<file path="src/rtl/ddt_pkg.sv">
// Shared types and constants of the disparity to depth distance unit.
// No dependencies.
`timescale 1ns / 1ps
package ddt_pkg;

  localparam int unsigned MAX_DIM   = 4096;
  localparam int unsigned SQ_STAGES = 31;
  localparam int unsigned DIV_BITS  = 41;

  typedef enum logic [1:0] {
    CFG_WIDTH  = 2'd0,
    CFG_HEIGHT = 2'd1,
    CFG_FOCAL  = 2'd2,
    CFG_BASE   = 2'd3
  } cfg_reg_e;

  typedef struct packed {
    logic [12:0] width;
    logic [12:0] height;
    logic [15:0] focal;
    logic [15:0] base;
  } cfg_t;

  typedef struct packed {
    logic        zero;
    logic [15:0] disp;
    logic [31:0] fb;
  } side_t;

  typedef struct packed {
    logic        zero;
    logic [15:0] disp;
    logic [40:0] num_dp;
    logic [40:0] num_eu;
  } div_in_t;

  typedef struct packed {
    logic        zero;
    logic [40:0] q_dp;
    logic [40:0] q_eu;
  } div_out_t;

endpackage

</file>
<file path="src/rtl/ddt_sqrt.sv">
// Pipelined integer square root of S * 2^28, one result bit per stage.
// Depends on ddt_pkg.
`timescale 1ns / 1ps
module ddt_sqrt (
  input  logic            clk_i,
  input  logic            rst_ni,
  input  logic            en_i,
  input  logic            valid_i,
  input  logic [33:0]     s_i,
  input  ddt_pkg::side_t  side_i,
  output logic            valid_o,
  output logic [30:0]     root_o,
  output ddt_pkg::side_t  side_o
);
  import ddt_pkg::*;

  logic        v_q    [SQ_STAGES];
  logic [32:0] rem_q  [SQ_STAGES];
  logic [30:0] root_q [SQ_STAGES];
  logic [33:0] s_q    [SQ_STAGES];
  side_t       sd_q   [SQ_STAGES];

  for (genvar k = 0; k < SQ_STAGES; k++) begin : g_stage
    logic        v_in;
    logic [32:0] rem_in;
    logic [30:0] root_in;
    logic [33:0] s_in;
    side_t       sd_in;
    logic [61:0] m;
    logic [34:0] cur, trial;
    logic        ge;

    if (k == 0) begin : g_first
      assign v_in    = valid_i;
      assign rem_in  = '0;
      assign root_in = '0;
      assign s_in    = s_i;
      assign sd_in   = side_i;
    end else begin : g_next
      assign v_in    = v_q[k-1];
      assign rem_in  = rem_q[k-1];
      assign root_in = root_q[k-1];
      assign s_in    = s_q[k-1];
      assign sd_in   = sd_q[k-1];
    end

    assign m     = {s_in, 28'b0};
    assign cur   = {rem_in, m[61-2*k -: 2]};
    assign trial = {2'b0, root_in, 2'b01};
    assign ge    = (cur >= trial);

    always_ff @(posedge clk_i or negedge rst_ni) begin
      if (!rst_ni) begin
        v_q[k] <= 1'b0;
      end else if (en_i) begin
        v_q[k] <= v_in;
      end
    end

    always_ff @(posedge clk_i) begin
      if (en_i) begin
        rem_q[k]  <= ge ? 33'(cur - trial) : cur[32:0];
        root_q[k] <= {root_in[29:0], ge};
        s_q[k]    <= s_in;
        sd_q[k]   <= sd_in;
      end
    end
  end

  assign valid_o = v_q[SQ_STAGES-1];
  assign root_o  = root_q[SQ_STAGES-1];
  assign side_o  = sd_q[SQ_STAGES-1];

endmodule

</file>
<file path="config.mk">
export PLATFORM = sky130hd
export DESIGN_NAME = ddt_sqrt
export DESIGN_NICKNAME = d
export VERILOG_FILES = /design/src/rtl/ddt_pkg.sv /design/src/rtl/ddt_sqrt.sv
export SDC_FILE = /design/constraint.sdc
export NUM_CORES = 2
export LEC_CHECK = 0
export BUFFER_PORTS_ARGS = -buffer_cell sky130_fd_sc_hd__buf_2
export CAP_MARGIN = 20
export CORE_ASPECT_RATIO = 0.9
export CORE_MARGIN = 2
export CORE_UTILIZATION = 46
export CTS_CLUSTER_SIZE = 14
export DETAILED_ROUTE_END_ITERATION = 10
export HOLD_SLACK_MARGIN = 0.06
export PLACE_DENSITY = 0.63
export SETUP_SLACK_MARGIN = 0.5
export SYNTH_ARGS = -nofsm -noshare
export SYNTH_HDL_FRONTEND = slang
export SYNTH_MEMORY_MAX_BITS = 65536
export SYNTH_SLANG_ARGS = --single-unit
</file>
<file path="constraint.sdc">
create_clock -name clk_i -period 8.4 [get_ports clk_i]
set_input_delay 1.68 -clock clk_i [delete_from_list [all_inputs] [get_ports clk_i]]
set_output_delay 1.68 -clock clk_i [all_outputs]
set_load 0.05 [all_outputs]
</file>
==> results.json <==
{
  "max-vdd-ir-drop_v": 0.000191,
  "drtPass1Iterations": 6,
  "route.detailed.drc": 0,
  "r2r_start": "rem_q[23][4]",
  "synthDistinctLibCells": 90,
  "timing.max_slew.rel_slack": 0.207,
  "synth_top_cell_area_share": 0.716,
  "crit_buf_inv": 3,
  "finalSetupTns_ns": 0,
  "max_slew.worst_pin.slew_ns": 1.19,
  "cp_data_arrival_time_ns": 5.02,
  "synth-seq-area-share": 0.722,
  "synth.area.top_cells": "edfxtp_1, ha_1, xor2_1, xnor2_1, a21oi_1",
  "placement.setup.worst_slack_ns": 4.00,
  "number_of_buffers_on_the_longest_clock_path": 4,
  "nets": 10100,
  "path_delay_family": "compound AO/OA/AOI/OAI gates",
  "synth.largest_area_cell": "edfxtp_1",
  "clkSinkCount": 3247,
  "synth.top_cells.by_count": "edfxtp_1, inv_1, nand2_1",
  "drv_cap": 0,
  "power.static_leakage_nw": 55.9,
  "layout-area-overhead-vs-synth_pct": 12.4,
  "tritoncts_clock_tree": "yes",
  "postCtsSetupRepairBufs": 0,
  "design.die.area_um2": 297000,
  "hold_start": "sd_q[17][14]",
  "grt_pass1_wl_um": 377000,
  "floorplan.rows": 188,
  "setup.worst_path.class": "reg -> reg",
  "worst_setup_path_start_kind": "flip-flop",
  "clk_pin_slew_worst_paths_ns": 0.06,
  "power.total_mw": 41.3,
  "hpwl_um": 159000,
  "synth_most_common_cell": "edfxtp_1",
  "grtUsageTotal": 0.155,
  "rsz0062_at_grt": "false",
  "number_of_global_route_vias_before_repair": 71800,
  "first_iter_violations": 5302,
  "crit_path_cell_trace": "ha_1 > a2111oi_0 > o31a_1 > o211ai_1 > a31oi_1 > a31oi_1 > nor3_4 > buf_4 > inv_1 > buf_4 > o21ai_0 > nor4b_1 > xor2_1",
  "antenna_violations_before_repair": 3,
  "cts_htree_levels": 5,
  "synth_area_per_cell_um2": 14.9,
  "via_count": 72100,
  "count_of_instances_resized_after_the_clock_tree_is_built": 0,
  "core_area_um2": 292000,
  "synth_async_sr_flop_share": 0.00955,
  "postSynthRegisterBits": 3247,
  "worstPathMaxFanout": 27,
  "hold_path.class": "reg -> reg",
  "synth_flop_cell": "edfxtp_1",
  "worstSetupStartpoint": "rem_q[23][4]",
  "synth.cell_area_um2": 135000,
  "yosysWarnings": 0,
  "crit_path_max_incr_delay_ns": 0.62,
  "minimum_clock_period_ns": 4.37,
  "clock_skew_ns": 0.0672,
  "initial_utilization": 0.462,
  "routed_wire_length_per_instance_um": 17.2,
  "post_route_cells_drive_above_1_share": 0.0906,
  "numCtsBuffers": 341,
  "fmax_ghz": 0.229,
  "post-route-period-util": 0.520,
  "outcome": "complete, no violations",
  "instance_count_of_the_mapped_netlist": 9068,
  "finalSetupViolations": 0,
  "clk_latency_ns": 0.93,
  "drt_wl_total_um": 236000,
  "die_x_um": 575,
  "powerDensity_nw_per_um2": 273,
  "crit_required_ns": 9.06,
  "number_of_enable_flip_flop_cells_after_synthesis": 3216,
  "clock_tree.root_cell": "clkbuf_16",
  "fin_ws_ns": 4.03,
  "io-pin-count": 168,
  "syn-num-nets": 9669,
  "report.final.slew_viol_count": 0,
  "die_h_um": 518,
  "cts_hold_repair.buffers": 0,
  "end_kind": "flip-flop",
  "replace_congestion": 0.911,
  "grt_max_degree": 196,
  "vias_per_cell": 5.27,
  "timing.critical_path.slowest_stage_cell": "a2111oi_0",
  "globalRoute.totalOverflow": 0,
  "finalHoldViolations": 0,
  "postRouteAntennaNets": 0,
  "placement.io_buffers": 167
}
==> power by group <==
part,internal (mW),total (mW),leakage [nW],switching (mW)
Clock,8.25,14.3,5.16,6.08
Combinational,2.52,6.09,19.4,3.57
Sequential,19.9,20.9,31.3,0.971
==> final cells by class <==
type	count	area [µm²]
Sequential cell	3247	97300
Antenna cell	3	7.51
Clock buffer	418	8900
Fill cell	23900	140000
Inverter	633	2380
Clock inverter	195	1770
Timing Repair Buffer	242	1650
Multi-Input combinational cell	5046	34600
Tap cell	3895	4870
==> path summary, 6_finish.rpt <==
check | slack, ns | endpoint | cells after the start
setup / recovery | 4.03 | rem_q[24][30] | 13
hold / removal | 0.36 | sd_q[18][14] | 0
setup reg to reg | 4.03 | rem_q[24][30] | 13
hold reg to reg | 0.36 | sd_q[18][14] | 0
max in group asynchronous | 7.15 | g_stage[10].v_in | 1
min in group asynchronous | 0.82 | g_stage[30].v_in | 1
==> kinds of logic (layout without fill, tap and decap cells) <==
| logic type | count (synthesis) | in the layout | synth area share |
|---|---|---|---|
| flip-flops | 3247 | 3247 | 0.722 |
| buffers and inverters | 775 | 1488 | 0.0216 |
| AND/OR/NAND/NOR | 2031 | 2031 | 0.0744 |
| adder cells (fa/ha/maj) | 514 | 514 | 0.0484 |
| XOR/XNOR | 753 | 753 | 0.0489 |
| other | 1 | 4 | 0.0000278 |
| multiplexers | 108 | 108 | 0.00893 |
| AO/OA/AOI/OAI | 1639 | 1639 | 0.0757 |
==> through the flow <==
step,instance area (µm²),hold slack (ns),utilization,instances
final,152000,0.358,0.520,13700
after global routing,152000,0.376,0.520,13700
after CTS,152000,0.369,0.519,13700
after global placement,141000,0.400,0.483,13100
after floorplan,135000,0.400,-,9068
after detailed placement,141000,0.405,0.483,13100
==> layout by cell type (no fill, tap or decap), drive strengths merged, types with 36 or more instances in the layout <==
cell type | synthesis | layout
o21ai | 419 | 419
or3 | 73 | 73
o31ai | 57 | 57
nand2 | 558 | 558
buf | 15 | 242
a21oi | 492 | 492
o21a | 97 | 97
nor4 | 102 | 102
nor2 | 501 | 501
ha | 501 | 501
a21o | 205 | 205
or4 | 65 | 65
mux2 | 98 | 98
clkbuf | 127 | 418
and3 | 43 | 43
xnor2 | 360 | 360
a211oi | 51 | 51
nand4 | 50 | 50
xor2 | 393 | 393
or2 | 36 | 36
a31oi | 40 | 40
nand2b | 92 | 92
nor3 | 195 | 195
inv | 631 | 643
edfxtp | 3216 | 3216
o21bai | 61 | 61
nand3 | 121 | 121
clkinv | 2 | 147
nor2b | 62 | 62
==> sequential cells by signal, summed over array words and instances (netlist names) <==
| name | cells |
|---|---|
| s_q | 272 |
| rem_q | 942 |
| root_q | 483 |
| valid_o | 1 |
| g_stage.v_in | 30 |
| sd_q | 1519 |
==> routing by layer <==
metal | part of all wire | up-vias | GRT usage
met5 | 0 | - | 0
met1 | 0.45 | 34900 | 0.208
met2 | 0.47 | 1728 | 0.253
met4 | 0.042 | 0 | 0.0673
met3 | 0.046 | 556 | 0.0228
li1 | - | 34900 | -
No activity file was read; power rests on OpenSTA's default activity.
