## src/rtl/ddt_pkg.sv

```systemverilog
// Shared types and constants of the disparity to depth distance unit.
// No dependencies.
`timescale 1ns / 1ps
package ddt_pkg;

  localparam int unsigned MAX_DIM   = 4096;
  localparam int unsigned SQ_STAGES = 31;
  localparam int unsigned DIV_BITS  = 41;

  typedef enum logic [1:0] {
    CFG_WIDTH  = 2'd0,
    CFG_HEIGHT = 2'd1,
    CFG_FOCAL  = 2'd2,
    CFG_BASE   = 2'd3
  } cfg_reg_e;

  typedef struct packed {
    logic [12:0] width;
    logic [12:0] height;
    logic [15:0] focal;
    logic [15:0] base;
  } cfg_t;

  typedef struct packed {
    logic        zero;
    logic [15:0] disp;
    logic [31:0] fb;
  } side_t;

  typedef struct packed {
    logic        zero;
    logic [15:0] disp;
    logic [40:0] num_dp;
    logic [40:0] num_eu;
  } div_in_t;

  typedef struct packed {
    logic        zero;
    logic [40:0] q_dp;
    logic [40:0] q_eu;
  } div_out_t;

endpackage

```

## src/rtl/ddt_mul.sv

```systemverilog
// Product of the root and the baseline, and the depth numerator, registered.
// Depends on ddt_pkg.
`timescale 1ns / 1ps
module ddt_mul (
  input  logic              clk_i,
  input  logic              rst_ni,
  input  logic              en_i,
  input  logic              valid_i,
  input  logic [30:0]       root_i,
  input  logic [15:0]       base_i,
  input  ddt_pkg::side_t    side_i,
  output logic              valid_o,
  output ddt_pkg::div_in_t  div_o
);
  import ddt_pkg::*;

  logic [46:0] prod;
  logic        v_q;
  div_in_t     div_q;

  assign prod = root_i * base_i;

  always_ff @(posedge clk_i or negedge rst_ni) begin
    if (!rst_ni) begin
      v_q <= 1'b0;
    end else if (en_i) begin
      v_q <= valid_i;
    end
  end

  always_ff @(posedge clk_i) begin
    if (en_i) begin
      div_q.zero   <= side_i.zero;
      div_q.disp   <= side_i.disp;
      div_q.num_dp <= {1'b0, side_i.fb, 8'b0};
      div_q.num_eu <= prod[46:6];
    end
  end

  assign valid_o = v_q;
  assign div_o   = div_q;

endmodule

```

## config.mk

```make
export PLATFORM = sky130hd
export DESIGN_NAME = ddt_mul
export DESIGN_NICKNAME = d
export VERILOG_FILES = /design/src/rtl/ddt_pkg.sv /design/src/rtl/ddt_mul.sv
export SDC_FILE = /design/constraint.sdc
export NUM_CORES = 1
export LEC_CHECK = 0
export ABC_AREA = 1
export BUFFER_PORTS_ARGS = -buffer_cell sky130_fd_sc_hd__buf_2
export CAP_MARGIN = 20
export CORE_ASPECT_RATIO = 1.1
export CORE_MARGIN = 3
export CORE_UTILIZATION = 62
export CTS_CLUSTER_DIAMETER = 80
export DETAILED_ROUTE_END_ITERATION = 10
export PLACE_DENSITY = 0.83
export REMOVE_ABC_BUFFERS = 1
export SETUP_SLACK_MARGIN = 0.1
export SYNTH_ARGS = -nofsm -noshare
export SYNTH_HDL_FRONTEND = slang
export SYNTH_SLANG_ARGS = --single-unit
export TNS_END_PERCENT = 10
```

## constraint.sdc

```tcl
create_clock -name clk_i -period 1.1 [get_ports clk_i]
set_clock_uncertainty 0.05 [all_clocks]
set_input_delay 0.22 -clock clk_i [delete_from_list [all_inputs] [get_ports clk_i]]
set_output_delay 0.22 -clock clk_i [all_outputs]
set_load 0.02 [all_outputs]
```

==> flow_metrics.env, run 1 <==
export IMPL_status="complete, but fails checks"
export IMPL_violations="negative setup slack"
export IMPL_ys_warn_count=0
export IMPL_netlist_area_um2=19400
export IMPL_portBuffers=190
export IMPL_grt_start_max_net_pins=24
export IMPL_cp_start_kind="input pin"
export IMPL_die_h_um=191
export IMPL_gp_congestion=0.985
export IMPL_fillers=1435
export IMPL_fin_worst_hold_slack_ps=1.99
export IMPL_avgSynthCellArea_um2=8.22
export IMPL_tritoncts="built"
export IMPL_slew_violations=0
export IMPL_cp_end_kind="register"
export IMPL_grt_overflow=0
export IMPL_drt_wl_total_um=77700
export IMPL_via_count=19300
export IMPL_rows=67
export IMPL_crit_type="in -> reg"
export IMPL_synth_cell_types=34
export IMPL_clk_pin_slew_ps=80
export IMPL_diodes=0
export IMPL_fin_crit_ps=5680
export IMPL_coreArea_um2=30600
export IMPL_cts_buffers=9
export IMPL_ys_seq_area_share_pct=14.1
export IMPL_h_tree_depth=3
export IMPL_period_share_pct=517
export IMPL_clock_sinks=91
export IMPL_setup_viol=132
export IMPL_crit_fanout=13
export IMPL_areaGrowthSynthToFinish_pct=33.5
export IMPL_nets=3385
export IMPL_route_met2_wl_um=36000
export IMPL_max_slew_margin_rel_pct=62.7
export IMPL_setup_ws_ps=-4580
export IMPL_grt_first_pass_wirelength_um=105000
export IMPL_arrival_ps=5730
export IMPL_die_x_um=175
export IMPL_first_pass_iters=9
export IMPL_hold_class="in -> reg"
export IMPL_worst_pin_slew_ps=560
export IMPL_clock_fmax_mhz=176
export IMPL_grt_pass1_vias=20400
export IMPL_io_pins=200
export IMPL_drc=0
export IMPL_routed_top_layer="met5"
export IMPL_maxCapViolations=0
export IMPL_rsz0062_at_grt="true"
export IMPL_drtIter0Drc=2525
export IMPL_drive_above_1_share_pct=30.1
export IMPL_clk_latency_ps=350
export IMPL_dp_hpwl_um=45900
export IMPL_drtAntennaViolNets=0
export IMPL_wl_met1_um=22700
export IMPL_globalRouteTotalUtil_pct=40.3
export IMPL_cts_root_buf="clkbuf_16"
export IMPL_start_util_pct=63.3
export IMPL_synthCells=2359
export IMPL_ys_ff_latch=91
export IMPL_wl_met3_um=10200
export IMPL_cp_required_ps=1150
export IMPL_via_per_inst=6.07
export IMPL_cts_path_max_buffers=2
export IMPL_antenna_found_initial=5
export IMPL_hold_viol=0
export IMPL_dieArea_um2=33400
export IMPL_routedWlPerCell_um=24.4
==> cells by family (layout without fill, tap and decap cells) <==
kind of cell    Yosys count  after routing  synth area share [%]
mux                       1              1                0.0581
fa+ha+maj               519            519                  49.1
other cells               1              9                0.0194
simple gates            783            783                  15.9
flops                    91             91                  14.1
compound gates          129            129                  3.73
buf+inv                 805           1209                  15.8
xor+xnor                 30             30                  1.36
==> metal layers <==
layer	vias to the layer above	track usage [%]
met5	-	0
met4	8	27.9
met3	827	9.24
met2	1885	70.2
met1	9081	43.8
li1	7529	-
==> worst max-delay path: stages <==
cell and delay [ps]:
buf_2 130, buf_4 200, nand2_1 280, fa_1 360, inv_1 90, fa_1 540, inv_2 50, fa_2 540
inv_2 50, fa_2 400, fa_1 540, inv_2 50, fa_1 570, inv_2 80, ha_4 300, a21oi_4 380
o21ai_2 160, buf_6 160, a21oi_4 150, o21ai_2 100, nand2_1 110, nand3_1 100, nand2_1 80, nand2_1 80
==> cell type report <==
type                       count  area (um2)  area share, %
inverter                     688        2590           10.0
timing repair buffer         505        4430           17.1
clock buffer                  10         229          0.885
sequential                    91        2730           10.5
tap                          414         518           2.00
clock inverter                 6        96.3          0.372
multi-input combinational   1471       15300           59.1
==> state kept, by name, indices dropped and copies added, names as in the netlist <==
name     count
valid_o      1
div_o       90
==> cell usage in the layout, fill, tap and decap left out, types with 27 or more instances in the layout <==
master         synthesis  final
a21oi_2                0     32
buf_12                 0     27
buf_2                  0    139
buf_4                  9    216
buf_6                  0     57
dlygate4sd3_1          0     41
edfxtp_1              90     90
fa_1                 403    376
fa_2                   0     27
ha_1                 116     85
ha_4                   0     30
inv_1                676    623
inv_2                 11     60
nand2_1              635    567
nand2_2               14     57
nor2_1                83     28
nor2_4                 1     31
==> metrics by stage <==
step	utilization, %	instance area, um2	worst slack, ps	instances	TNS [ps]
CTS	82.2	25200	-3880	3170	-159050
floorplan	-	18900	-3850	2250	-145560
global placement	73.0	22300	-4770	3085	-183250
global route	84.6	25900	-4760	3185	-184900
finish	84.6	25900	-4580	3185	-181140
detailed placement	73.0	22300	-4860	3085	-187230
==> Yosys cell counts <==
cell type	n	share of area, %
xnor2_1	9	0.41
a21o_2	1	0.045
xor2_1	21	0.95
nand2_4	2	0.12
a21boi_0	3	0.12
clkinv_1	1	0.019
a21o_1	5	0.19
ha_1	116	7.5
clkbuf_1	107	2.1
fa_1	403	42
o21bai_1	6	0.23
nand3_2	2	0.10
inv_2	11	0.21
nand3_1	30	0.77
dfrtp_1	1	0.13
buf_1	1	0.019
edfxtp_1	90	14
conb_1	1	0.019
nor4_1	1	0.032
o21ai_1	11	0.28
nor2_1	83	1.6
o21a_1	10	0.39
buf_4	9	0.35
a21oi_1	68	1.8
a31oi_1	1	0.032
inv_1	676	13
nor3_1	7	0.18
nand2_2	14	0.45
o21ai_0	23	0.59
mux2_2	1	0.058
nand2_1	635	12
o21ai_4	1	0.084
nand4_1	8	0.26
nor2_4	1	0.058
==> what timing repair did <==
| action | CTS | global route |
|---|---|---|
| hold endpoints to repair | 40 | 1 |
| gates resized for setup | 437 | 176 |
| cloned | 8 | 0 |
| setup buffers | 21 | 17 |
| hold buffers | 40 | 1 |
| pin swaps | 117 | 96 |
| endpoints found under the setup margin | 132 | 132 |
==> path summary, 6_finish.rpt <==
check	cells past startpoint	slack [ps]	endpoint	startpoint
max	24	-4580	div_o[36]	root_i[1]
min	1	2	div_o[71]	side_i[22]
max reg2reg	1	290	valid_o	valid_o
min reg2reg	1	480	valid_o	valid_o
max in group asynchronous	2	800	valid_o	rst_ni
min in group asynchronous	2	110	valid_o	rst_ni
Power of run 1 is left out: the tool's default activity adds up to more than one toggle a clock period on the data nets, which glitch-free logic cannot reach.
==> run 2, diff against run 1 <==
--- a/config.mk
+++ b/config.mk
@@ -5,7 +5,6 @@
 export SDC_FILE = /design/constraint.sdc
 export NUM_CORES = 1
 export LEC_CHECK = 0
-export ABC_AREA = 1
 export BUFFER_PORTS_ARGS = -buffer_cell sky130_fd_sc_hd__buf_2
 export CAP_MARGIN = 20
 export CORE_ASPECT_RATIO = 1.1
@@ -13,7 +12,7 @@
 export CORE_UTILIZATION = 62
 export CTS_CLUSTER_DIAMETER = 80
 export DETAILED_ROUTE_END_ITERATION = 10
-export PLACE_DENSITY = 0.83
+export PLACE_DENSITY = 0.84
 export REMOVE_ABC_BUFFERS = 1
 export SETUP_SLACK_MARGIN = 0.1
 export SYNTH_ARGS = -nofsm -noshare
==> flow_metrics.env, run 2 <==
export IMPL_status="stopped before the end"
export IMPL_lastStage="5_1_grt"
export IMPL_first_error="[ERROR GRT-0232] Routing congestion too high. Check the congestion heatmap in the GUI."
export IMPL_ys_seq_area_share_pct=14.7
export IMPL_netlist_area_um2=18500
export IMPL_placed_area_um2=21800
export IMPL_gp_congestion=0.931
export IMPL_rows=65
export IMPL_die_x_um=171
export IMPL_worst_ep_kind="sequential cell input"
export IMPL_h_tree_depth=3
export IMPL_synth_top_cell_by_area="fa_1"
export IMPL_avgSynthCellArea_um2=9.62
export IMPL_synth_flop_cell="edfxtp_1"
export IMPL_synth_area_leaders="fa_1, edfxtp_1, inv_1"
export IMPL_cts_buffers=9
export IMPL_synth_cell_types=56
export IMPL_grt_start_max_net_pins=25
export IMPL_start_util_pct=63.8
export IMPL_synth_async_sr_flop_share_pct=1.10
export IMPL_clock_sinks=91
export IMPL_synth_edff_count=90
export IMPL_dp_hpwl_um=43000
export IMPL_portBuffers=190
export IMPL_ys_ff_latch=91
export IMPL_globalRouteTotalUtil_pct=72.3
export IMPL_synthCells=1926
export IMPL_die_h_um=187
export IMPL_synth_most_common_cell="inv_1"
export IMPL_postGrtWorstEndpoint="div_o[39]$_DFFE_PP_/D"
export IMPL_io_pins=200
export IMPL_grt_overflow=342
export IMPL_cts_root_buf="clkbuf_16"
export IMPL_cts_path_max_buffers=2
export IMPL_ys_warn_count=0
export IMPL_synthTopCellsByCount="inv_1, fa_1, nand2_1, and2_1, ha_1"
export IMPL_netlist_area_leader_share_pct=43.5
==> run 2: changes by cell type after synthesis, moves of 13 or more <==
cell	change
a21o_1	+20
a21oi_1	-21
and2_1	+217
clkbuf_1	-20
inv_1	-254
nand2_1	-326
nand2_2	-14
nand3_1	-17
nor2_1	-53
xnor2_1	+13
==> run 2: per-layer routing <==
layer / overflow / track usage, %
met5: 1 / 23.1
met4: 139 / 74.6
met3: 4 / 59.1
met2: 191 / 88.1
met1: 7 / 69.8
==> run 2: what timing repair did <==
action,CTS
endpoints found under the hold margin,45
gates resized for setup,205
cloned,3
endpoints found under the setup margin,132
pin swaps,88
hold buffers,45
setup buffers,22
==> run 2: cell families after synthesis <==
logic type	after synthesis	synth area share (%)
AOI/OAI and AO/OA	147	5.31
xor gates and xnor gates	38	1.80
adders and majority gates	519	51.4
buffers and inverters	521	10.8
DFF	91	14.7
muxes	2	0.121
other	1	0.0202
and+or+nand+nor	607	15.9
==> run 2: metrics by stage <==
stage / setup TNS, ps / worst slack [ps] / hold WS (ps) / std cells
CTS: -176670 / -4730 / 0.982 / 2753
detailed placement: -191820 / -5280 / -52.3 / 2667
global placement: -187100 / -5090 / -54.6 / 2667
floorplan: -163780 / -4700 / -126 / 1835
==> run 3, diff against run 2 <==
--- a/config.mk
+++ b/config.mk
@@ -7,14 +7,11 @@
 export LEC_CHECK = 0
 export BUFFER_PORTS_ARGS = -buffer_cell sky130_fd_sc_hd__buf_2
 export CAP_MARGIN = 20
-export CORE_ASPECT_RATIO = 1.1
 export CORE_MARGIN = 3
-export CORE_UTILIZATION = 62
-export CTS_CLUSTER_DIAMETER = 80
+export CORE_UTILIZATION = 40
 export DETAILED_ROUTE_END_ITERATION = 10
-export PLACE_DENSITY = 0.84
+export PLACE_DENSITY_LB_ADDON = 0.15
 export REMOVE_ABC_BUFFERS = 1
-export SETUP_SLACK_MARGIN = 0.1
 export SYNTH_ARGS = -nofsm -noshare
 export SYNTH_HDL_FRONTEND = slang
 export SYNTH_SLANG_ARGS = --single-unit
==> flow_metrics.env, run 3 <==
export IMPL_cp_required_ps=1210
export IMPL_period_share_pct=524
export IMPL_start_util_pct=40.7
export IMPL_status="complete, but fails checks"
export IMPL_final_cell_mix="inv_1, fa_1, nand2_1"
export IMPL_ys_ff_latch=91
export IMPL_hold_class="in -> reg"
export IMPL_synthCells=1926
export IMPL_dp_hpwl_um=43100
export IMPL_path_cells="buf_12 -> and2_4 -> fa_1 -> inv_1 -> fa_1 -> inv_2 -> fa_2 -> fa_1 -> fa_1 -> inv_2 -> fa_1 -> inv_2 -> ha_4 -> and2_4 -> buf_6 -> or3b_4 -> a311oi_2 -> o211a_1 -> o21bai_2 -> a2111o_1 -> o211ai_1"
export IMPL_drtAntennaViolNets=0
export IMPL_synth_cell_types=56
export IMPL_reg2reg_to="valid_o"
export IMPL_die_x_um=221
export IMPL_clock_sinks=91
export IMPL_coreArea_um2=45600
export IMPL_drtIter0Drc=768
export IMPL_violations="negative setup slack"
export IMPL_fin_crit_ps=5760
export IMPL_synthTopCellsByCount="inv_1, fa_1, nand2_1, and2_1, ha_1"
export IMPL_setup_ws_ps=-4660
export IMPL_crit_top_cell="fa_1"
export IMPL_crit_end="div_o[40]"
export IMPL_drive_above_1_share_pct=28.8
export IMPL_grt_start_max_net_pins=41
export IMPL_grt_first_pass_wirelength_um=82500
export IMPL_cts_buffers=9
export IMPL_slew_violations=0
export IMPL_layout_commonest_cell="inv_1"
export IMPL_dieArea_um2=49000
export IMPL_drc=0
export IMPL_setup_tns_ps=-171490
export IMPL_grt_overflow=0
export IMPL_gp_congestion=0.836
export IMPL_rrSetupSlack_ps=300
export IMPL_cp_start_kind="input pin"
export IMPL_cp_slowest_cell="fa_2"
export IMPL_areaGrowthSynthToFinish_pct=30.6
export IMPL_reg2regPathDepth=1
export IMPL_via_per_inst=4.85
export IMPL_crit_fanout=3
export IMPL_crit_path_start="root_i[4]"
export IMPL_rr_startpoint="valid_o"
export IMPL_clock_fmax_mhz=173
export IMPL_via_count=14400
export IMPL_netlist_area_leader_share_pct=43.5
export IMPL_crit_type="in -> reg"
export IMPL_nets=2987
export IMPL_synth_top_cell_by_area="fa_1"
export IMPL_cts_root_buf="clkbuf_16"
export IMPL_rsz0062_at_grt="true"
export IMPL_clk_pin_slew_ps=70
export IMPL_first_pass_iters=5
export IMPL_ys_seq_area_share_pct=14.7
export IMPL_clk_latency_ps=330
export IMPL_die_h_um=221
export IMPL_diodes=0
export IMPL_cpPeakStageDelay_ps=600
export IMPL_cts_path_max_buffers=2
export IMPL_rows=78
export IMPL_tritoncts="built"
export IMPL_cp_buffers_inverters=6
export IMPL_routedWlPerCell_um=16.8
export IMPL_netlist_area_um2=18500
export IMPL_drt_wl_total_um=50000
export IMPL_grt_pass1_vias=15800
export IMPL_arrival_ps=5880
export IMPL_globalRouteTotalUtil_pct=20.7
export IMPL_setup_viol=132
export IMPL_critPathTopFamily="adder cells"
export IMPL_synth_most_common_cell="inv_1"
export IMPL_antenna_found_initial=0
export IMPL_cp_end_kind="register"
export IMPL_synth_edff_count=90
export IMPL_io_pins=200
export IMPL_portBuffers=190
export IMPL_synth_async_sr_flop_share_pct=1.10
export IMPL_largest_reg_flops=90
export IMPL_synth_area_leaders="fa_1, edfxtp_1, inv_1"
export IMPL_cp_depth=21
export IMPL_h_tree_depth=3
export IMPL_avgSynthCellArea_um2=9.62
export IMPL_synth_flop_cell="edfxtp_1"
export IMPL_maxCapViolations=0
export IMPL_hold_viol=0
export IMPL_ys_warn_count=0
==> run 3: cell counts after synthesis <==
No cell type changed its count.
==> run 3: final cells by class <==
| type | count | area [um2] |
|---|---|---|
| Inverter | 422 | 1580 |
| Clock buffer | 10 | 229 |
| Fill cell | 4224 | 21400 |
| Clock inverter | 6 | 72.6 |
| Multi-Input combinational cell | 1322 | 14500 |
| Timing Repair Buffer | 522 | 4310 |
| Tap cell | 600 | 751 |
| Sequential cell | 91 | 2730 |
==> run 3: cells by family (layout without fill, tap and decap cells) <==
logic type / count (synthesis) / after routing / share of synthesized area [%]
other: 1 / 9 / 0.0202
muxes: 2 / 2 / 0.121
xor gates and xnor gates: 38 / 38 / 1.80
DFF: 91 / 91 / 14.7
AOI/OAI and AO/OA: 147 / 147 / 5.31
buffers and inverters: 521 / 960 / 10.8
adders and majority gates: 519 / 519 / 51.4
and+or+nand+nor: 607 / 607 / 15.9
==> run 3: worst min-delay path by stage <==
| stage | from | endpoint | cells after the start |
|---|---|---|---|
| after floorplan | rst_ni | valid_o | 0 |
| after global placement | rst_ni | valid_o | 1 |
| after detailed placement | rst_ni | valid_o | 1 |
| after CTS | side_i[23] | div_o[72] | 1 |
| after global routing | side_i[26] | div_o[75] | 1 |
| final | side_i[17] | div_o[66] | 1 |
==> run 3: stage by stage <==
stage	cells	cell area [um2]	setup slack (ps)	utilization, %	hold WS (ps)
finish	2973	24200	-4660	53.1	13.2
global route	2973	24200	-4840	53.1	0.0301
CTS	2948	23400	-4690	51.3	0.416
detailed placement	2900	22100	-5370	48.4	-47.6
global placement	2900	22100	-5320	48.4	-54.1
floorplan	1835	18200	-4700	-	-126
==> run 3: repair_timing <==
action,in CTS,in global routing
endpoints found under the setup margin,132,132
hold buffers,15,6
endpoints found under the hold margin,15,6
buffers inserted,19,16
pin swaps,61,87
cloned,0,4
gates resized for setup,184,166
==> run 3: layer usage <==
metal	vias to the layer above	GRT usage [%]	share of wire (%)
li1	6621	-	-
met3	45	1.53	2.4
met2	249	38.7	54
met1	7499	26.5	42
met4	0	3.43	1.5
met5	-	0	0
Power of run 3 is left out for the same reason.
